## config.mk

```make
export PLATFORM = sky130hd
export DESIGN_NAME = wufr_ram
export DESIGN_NICKNAME = d
export VERILOG_FILES = /design/src/rtl/core/wufr_ram.sv
export SDC_FILE = /design/constraint.sdc
export NUM_CORES = 1
export LEC_CHECK = 0
export BUFFER_PORTS_ARGS = -buffer_cell sky130_fd_sc_hd__clkbuf_2
export CORE_MARGIN = 4
export CORE_UTILIZATION = 55
export CTS_BUF_LIST = sky130_fd_sc_hd__clkbuf_8
export DETAILED_ROUTE_END_ITERATION = 6
export GPL_TIMING_DRIVEN = 1
export PLACE_DENSITY = 0.76
export SYNTH_ARGS = -nofsm -noshare
export SYNTH_HDL_FRONTEND = slang
export SYNTH_SLANG_ARGS = --single-unit
```

## constraint.sdc

```tcl
create_clock -name clk -period 1.6 [get_ports clk]
set_input_delay 0.08 -clock clk [delete_from_list [all_inputs] [get_ports clk]]
set_output_delay 0.08 -clock clk [all_outputs]
set_load 0.02 [all_outputs]
```

## src/rtl/core/wufr_ram.sv

```systemverilog
`timescale 1ns / 1ps

module wufr_ram #(
	parameter int WIDTH = 8,
	parameter int DEPTH = 16,
	localparam int AW = (DEPTH > 1) ? $clog2(DEPTH) : 1
) (
	input  logic             clk,
	input  logic             we,
	input  logic [AW-1:0]    waddr,
	input  logic [WIDTH-1:0] wdata,
	input  logic             re,
	input  logic [AW-1:0]    raddr,
	output logic [WIDTH-1:0] rdata
);

	logic [WIDTH-1:0] mem [DEPTH];

	always_ff @(posedge clk) begin
		if (we) begin
			mem[waddr] <= wdata;
		end
		if (re) begin
			rdata <= mem[raddr];
		end
	end

endmodule

```

== Word level (Yosys, flattened, before mapping) ==
Memories as Yosys holds them, arrays and structs flattened. A register that Yosys moved wholly into a read port is not among the register bits.
Index checks and enable logic that the tools add are counted.
Storage, ports and cells
  memories: 1
  register bits: 0
  bits in latches: 0
  bits of input ports: 19
  memory bits (writable): 128
  output and inout port bits: 8
  word-level logic and storage cells: 3
  bits in read-only memories: 0
Operators by class
  $lt $le $gt $ge: 0
  reductions and logical operators: 0
  add/subtract/negate cells: 0
  multiplexer cells: 2
  equality and inequality tests: 0
  multiply operators: 0
  bitwise gates (word level): 0
  divide/modulo/power cells: 0
  shift-type cells: 0
Memories
  mem: words 16, width 8, read ports 1, clocked after Yosys merged registers in 1, wr ports 1, line 17  | logic [WIDTH-1:0] mem [DEPTH];
Operators with widths (count)
  two-way mux 1 bit: 2

== Longest topological paths before layout ==
Gate-level depths: netlist of run 1.
  depth in word-level cells: 2
  mapped depth: 5
  gate-level depth less buffers: 3

== Least setup slack after synthesis of run 1 ==
OpenSTA, ideal clock, no wires.
  kind: input port to flip-flop
  start: input waddr[2]
  end: memory mem[0][0] (enable)
  data arrival time: 1.190 ns
  stages: 2
  buffers on the path: 0
  path slack: 0.027 ns
  cells stage by stage: or3b_2 > nor3_1
RTL lines
  start: declaration: line 10  | input logic [AW-1:0] waddr,
  end: declaration: line 17
Straight into the memory's write port.

==> metrics.csv, run 1 <==
metric,value,unit
die_h,105,um
worst-path-buf-inv,0,
syn_nets,248,
crit_cells,3,
cap_violations,0,
syn_area,0.00523,mm2
start_util,56.6,%
cts_tree,built,
cts_hold_buf,0,
hold_viol_final,0,
drt_first_pass_iters,4,
area_delta_synth_final,14.9,%
numCtsBuffers,17,
clock_sinks,136,
cts-root-buf,clkbuf_8,
clk_latency,410,ps
drt_iter0_drc,206,
fin_crit_sh,93.3,%
slowest_delay,500,ps
r2r_cells,3,
grt_start_max_net_pins,19,
ios,27,
place.detailed.hpwl,6200,um
cp_slowest_cell,mux4_1,
core-area,0.00924,mm2
ir_drop,0.428,mV
slew_headroom,75.9,%
synth.distinct_cells,18,
ant_nets,0,
endpoint_kind,flop,
die_area,0.0111,mm2
rsz0062_at_grt,no,
power_leakage,2.02,nW
critical_path.endpoint,rdata[0],
pre_cts_ws,-95.9,ps
setup_ws,108,ps
portBuffers,26,
post_cts_resized,0,
path_cells,mux4_1 > a22oi_1 > nand2_1,
clkTransAtPathRegs,70,ps
startpoint,mem[1][0],
r2r_slack,110,ps
power_density,1160,mW/mm2
grt-ovfl-total,0,
vias,2425,
place_congestion,0.753,
holdCritPathClass,in -> reg,
placementRows,35,
min_period,1490,ps
clockBufferDepth,2,
r2r-end,rdata[0],
wl_per_cell,21.6,um
antenna_found_initial,0,
drive_gt1_share,32.7,%
vias_per_cell,5.65,
startpoint_type,flop,
crit_type,reg -> reg,
mostFrequentLayoutCells,"edfxtp_1 (136), clkbuf_2 (26), buf_4 (22)",
post_cts_buffers,0,
skew,10.5,ps
synthesis.instances,229,
antenna_cells,0,
die_w,105,um
drc,0,
synth-warning-count,0,
yosysSeqAreaShare,78.1,%
crit_fanout,1,
grt_first_pass_wirelength,14600,um
grt_pass1_vias,2585,
track_usage,18.4,%
final_common_cell,edfxtp_1,
setup_viol,0,
cp_data_arrival_time,1650,ps
status,"finished, final reports clean",
slew_viol_final,0,
cp_data_required_time,1750,ps
worstMarginPinSlew,362,ps
max_freq,670,MHz
cts_max_level,4,
fin_util,65.0,%
rr_startpoint,mem[1][0],
nNetsFinal,307,
syn_area_per_cell,22.8,um2
synth_seq_cells,136,
path_delay_family,multiplexers,
wl,9280,um
## logic make-up after synthesis
| family | synth area share, % |
|---|---|
| mux | 14.8 |
| simple gates | 3.14 |
| flops | 78.1 |
| buf+inv | 1.65 |
| compound gates | 2.30 |
## where the power goes
part | internal (mW) | switching (mW) | total [mW] | leakage, nW
Sequential | 4.01 | 0.0224 | 4.03 | 1.24
Clock | 1.35 | 1.21 | 2.56 | 0.166
Combinational | 0.164 | 0.218 | 0.382 | 0.613
Total | 5.53 | 1.45 | 6.98 | 2.02
## through the flow
stage	hold WS, ps	area (um2)	setup TNS, ps	cells	total power [mW]
after floorplan	179	5230	0	229	4.33
after global routing	47.2	6010	0	429	7.27
after global placement	485	5640	-208	398	4.49
final	76.8	6010	0	429	6.98
after detailed placement	494	5640	-220	398	4.50
after CTS	50.8	6010	0	429	7.04
## worst reg2reg max path: cells and delay by family, from the launching register on
kind | cells | cell delay (ps)
and+or+nand+nor | 1 | 100
DFF | 1 | 370
AOI/OAI and AO/OA | 1 | 270
muxes | 1 | 500
## cell usage after synthesis
master | number | area, um2
mux4_2 | 18 | 405
nand3b_1 | 2 | 15.0
clkdlybuf4s25_2 | 3 | 30.0
mux4_1 | 14 | 368
a22oi_1 | 16 | 120
edfxtp_1 | 136 | 4080
nor2_1 | 13 | 48.8
buf_2 | 3 | 15.0
or3b_2 | 1 | 8.76
nand2_1 | 9 | 33.8
nor3_1 | 4 | 20.0
and2b_1 | 1 | 7.51
and2_1 | 1 | 6.26
nand2b_1 | 2 | 12.5
buf_4 | 1 | 7.51
nand3_1 | 1 | 5.00
nor2b_1 | 1 | 6.26
buf_6 | 3 | 33.8
## sequential cells by signal, summed over array words and instances (netlist names)
signal and cells:
mem 128, rdata 8
## final cells by class
type                    count  area, um2
well taps                 129        161
clock buffers              17        234
multi-input cells          83       1060
repair buffers             50        335
fillers                   584       3230
flip-flops and latches    136       4080
clock inverters            14        135
## worst min-delay path by stage
stage             start        end  depth (start not counted)
2_1_floorplan  wdata[0]  mem[0][0]                          0
3_3_place_gp         re   rdata[4]                          1
3_5_place_dp         re   rdata[0]                          1
4_1_cts              re   rdata[0]                          1
5_1_grt              re   rdata[0]                          1
6_report             re   rdata[4]                          1
## per-layer routing
layer	global-route usage (%)	vias to the layer above	wire length (um)
li1	-	1094	-
met1	24.6	1238	3750
met2	29.0	85	4800
met3	5.08	8	608
met4	7.77	0	125
met5	0	-	0
Power figures use the tool's default switching activity.
==> run 2: changes to the inputs <==
- CORE_ASPECT_RATIO: default -> 0.7
- CORE_UTILIZATION: 55 -> 56
- PLACE_DENSITY: 0.76 -> 0.77
==> run 2 against run 1 <==
Net effect:
- sequential cell count unchanged
- clock power down 11%
- cell area down 1.1%
- worst setup slack worse by 3.0 ps
- wire length up 8.6%
- register-to-register slack about the same
- critical path depth unchanged
- critical endpoint is now rdata[1]
- first-iteration DRC count up 40%
- non-clock buffer count down 2
- clock-buffer cell count unchanged
- cell count down 1.4%
- utilization up 0.48 points
==> metrics.csv, run 2 (synthesis results as in run 1) <==
metric,value,unit,change
ir_drop,0.777,mV,was 0.428 mV
slowest_delay,550,ps,was 500 ps
r2r-end,rdata[1],,was rdata[0]
path_cells,mux4_1 > a22oi_1 > nand2_1,,unchanged
clkTransAtPathRegs,80,ps,was 70 ps
place_congestion,0.779,,was 0.753
vias_per_cell,6.00,,was 5.65
die_w,123,um,was 105 um
grt_first_pass_wirelength,15000,um,was 14600 um
numCtsBuffers,17,,unchanged
clockBufferDepth,2,,unchanged
holdCritPathClass,in -> reg,,unchanged
endpoint_kind,flop,,unchanged
startpoint,mem[9][1],,was mem[1][0]
slew_headroom,73.5,%,was 75.9%
power_density,1130,mW/mm2,was 1160 mW/mm2
cts-root-buf,clkbuf_8,,unchanged
slew_viol_final,0,,unchanged
finalPower,6.72,mW,was 6.98 mW
path_delay_family,multiplexers,,unchanged
rr_startpoint,mem[9][1],,was mem[1][0]
cts_tree,built,,unchanged
portBuffers,26,,unchanged
worstMarginPinSlew,398,ps,was 362 ps
setup_ws,105,ps,was 108 ps
min_period,1500,ps,was 1490 ps
holdPathStages,1,,unchanged
power_leakage,2.00,nW,was 2.02 nW
skew,7.13,ps,was 10.5 ps
grt_pass1_vias,2488,,was 2585
cp_data_arrival_time,1670,ps,was 1650 ps
drt_iter0_drc,288,,was 206
crit_type,reg -> reg,,unchanged
wl,10100,um,was 9280 um
start_util,57.6,%,was 56.6%
r2r_slack,100,ps,was 110 ps
cts_max_level,4,,unchanged
placementRows,29,,was 35
startpoint_type,flop,,unchanged
area_delta_synth_final,13.6,%,was 14.9%
die_area,0.0110,mm2,was 0.0111 mm2
drc,0,,unchanged
fin_util,65.5,%,was 65.0%
place.detailed.hpwl,6480,um,was 6200 um
r2r_cells,3,,unchanged
cts_hold_buf,0,,unchanged
core-area,0.00907,mm2,was 0.00924 mm2
largestRegisters,"mem: 128 flops, rdata: 8 flops",,unchanged
nNetsFinal,305,,was 307
ios,27,,unchanged
clock_sinks,136,,unchanged
antenna_cells,0,,unchanged
cp_data_required_time,1770,ps,was 1750 ps
setup_viol,0,,unchanged
ant_nets,0,,unchanged
pre_cts_ws,-55.0,ps,was -95.9 ps
track_usage,20.3,%,was 18.4%
drive_gt1_share,32.4,%,was 32.7%
max_freq,669,MHz,was 670 MHz
crit_fanout,1,,unchanged
min_to,rdata[7],,was rdata[4]
worst-path-buf-inv,0,,unchanged
top_register,mem,,unchanged
grt_start_max_net_pins,33,,was 19
drt_first_pass_iters,4,,unchanged
mostFrequentLayoutCells,"edfxtp_1 (136), clkbuf_2 (26), buf_4 (20)",,"was edfxtp_1 (136), clkbuf_2 (26), buf_4 (22)"
antenna_found_initial,0,,unchanged
hold_start,re,,unchanged
wl_per_cell,23.8,um,was 21.6 um
cp_slowest_cell,mux4_1,,unchanged
hold_viol_final,0,,unchanged
clk_latency,430,ps,was 410 ps
vias,2536,,was 2425
post_cts_resized,0,,unchanged
cap_violations,0,,unchanged
die_h,88.8,um,was 105 um
rsz0062_at_grt,no,,unchanged
status,"finished, final reports clean",,unchanged
final_common_cell,edfxtp_1,,unchanged
post_cts_buffers,0,,unchanged
grt-ovfl-total,0,,unchanged
largest_reg_flops,128,,unchanged
fin_crit_sh,93.5,%,was 93.3%
setup_tns,0,ps,unchanged
## run 2: cell count changes in the layout (fill, tap and decap cells not counted)
cell	delta
clkinv_4	+2
clkinvlp_4	-3
clkinv_1	-1
bufinv_16	-2
buf_4	-2
inv_1	+1
clkinv_2	+4
## run 2: worst max path at each step
stage / endpoint / slack, ps / cells after the start
finish: rdata[1] / 100 / 3
global placement: rdata[3] / -50 / 5
global route: rdata[1] / 30 / 3
CTS: rdata[1] / 70 / 3
floorplan: mem[0][0] / 30 / 2
detailed placement: rdata[1] / -50 / 5
## run 2: layout make-up
class                   instances  area [um2]
flip-flops and latches        136        4080
fillers                       598        3130
multi-input cells              83        1060
repair buffers                 48         320
clock buffers                  17         234
well taps                     124         155
clock inverters                15        90.1
## run 2: worst register-to-register path: cells and delay by family, from the launching register on
family / cells / cell delay (ps)
and+or+nand+nor: 1 / 80
AOI/OAI and AO/OA: 1 / 260
DFF: 1 / 360
muxes: 1 / 550
## run 2: where the power goes
group / leakage, nW / internal, mW / switching [mW]
Clock: 0.165 / 1.04 / 1.25
Combinational: 0.603 / 0.162 / 0.241
Sequential: 1.24 / 4.01 / 0.0211
## run 2: metal layers
metal / vias up / global-route usage (%) / wire (um)
li1: 1094 / - / -
met1: 1317 / 31.7 / 4710
met2: 111 / 28.0 / 4480
met3: 14 / 4.73 / 758
met4: 0 / 8.14 / 127
met5: - / 0 / 0
## run 2: metrics by stage
step	hold slack (ps)	std cells	cell area, um2
after floorplan	179	229	5230
after detailed placement	486	391	5620
after global routing	39.2	423	5940
final	52.2	423	5940
after CTS	21.2	423	5940
after global placement	478	391	5620
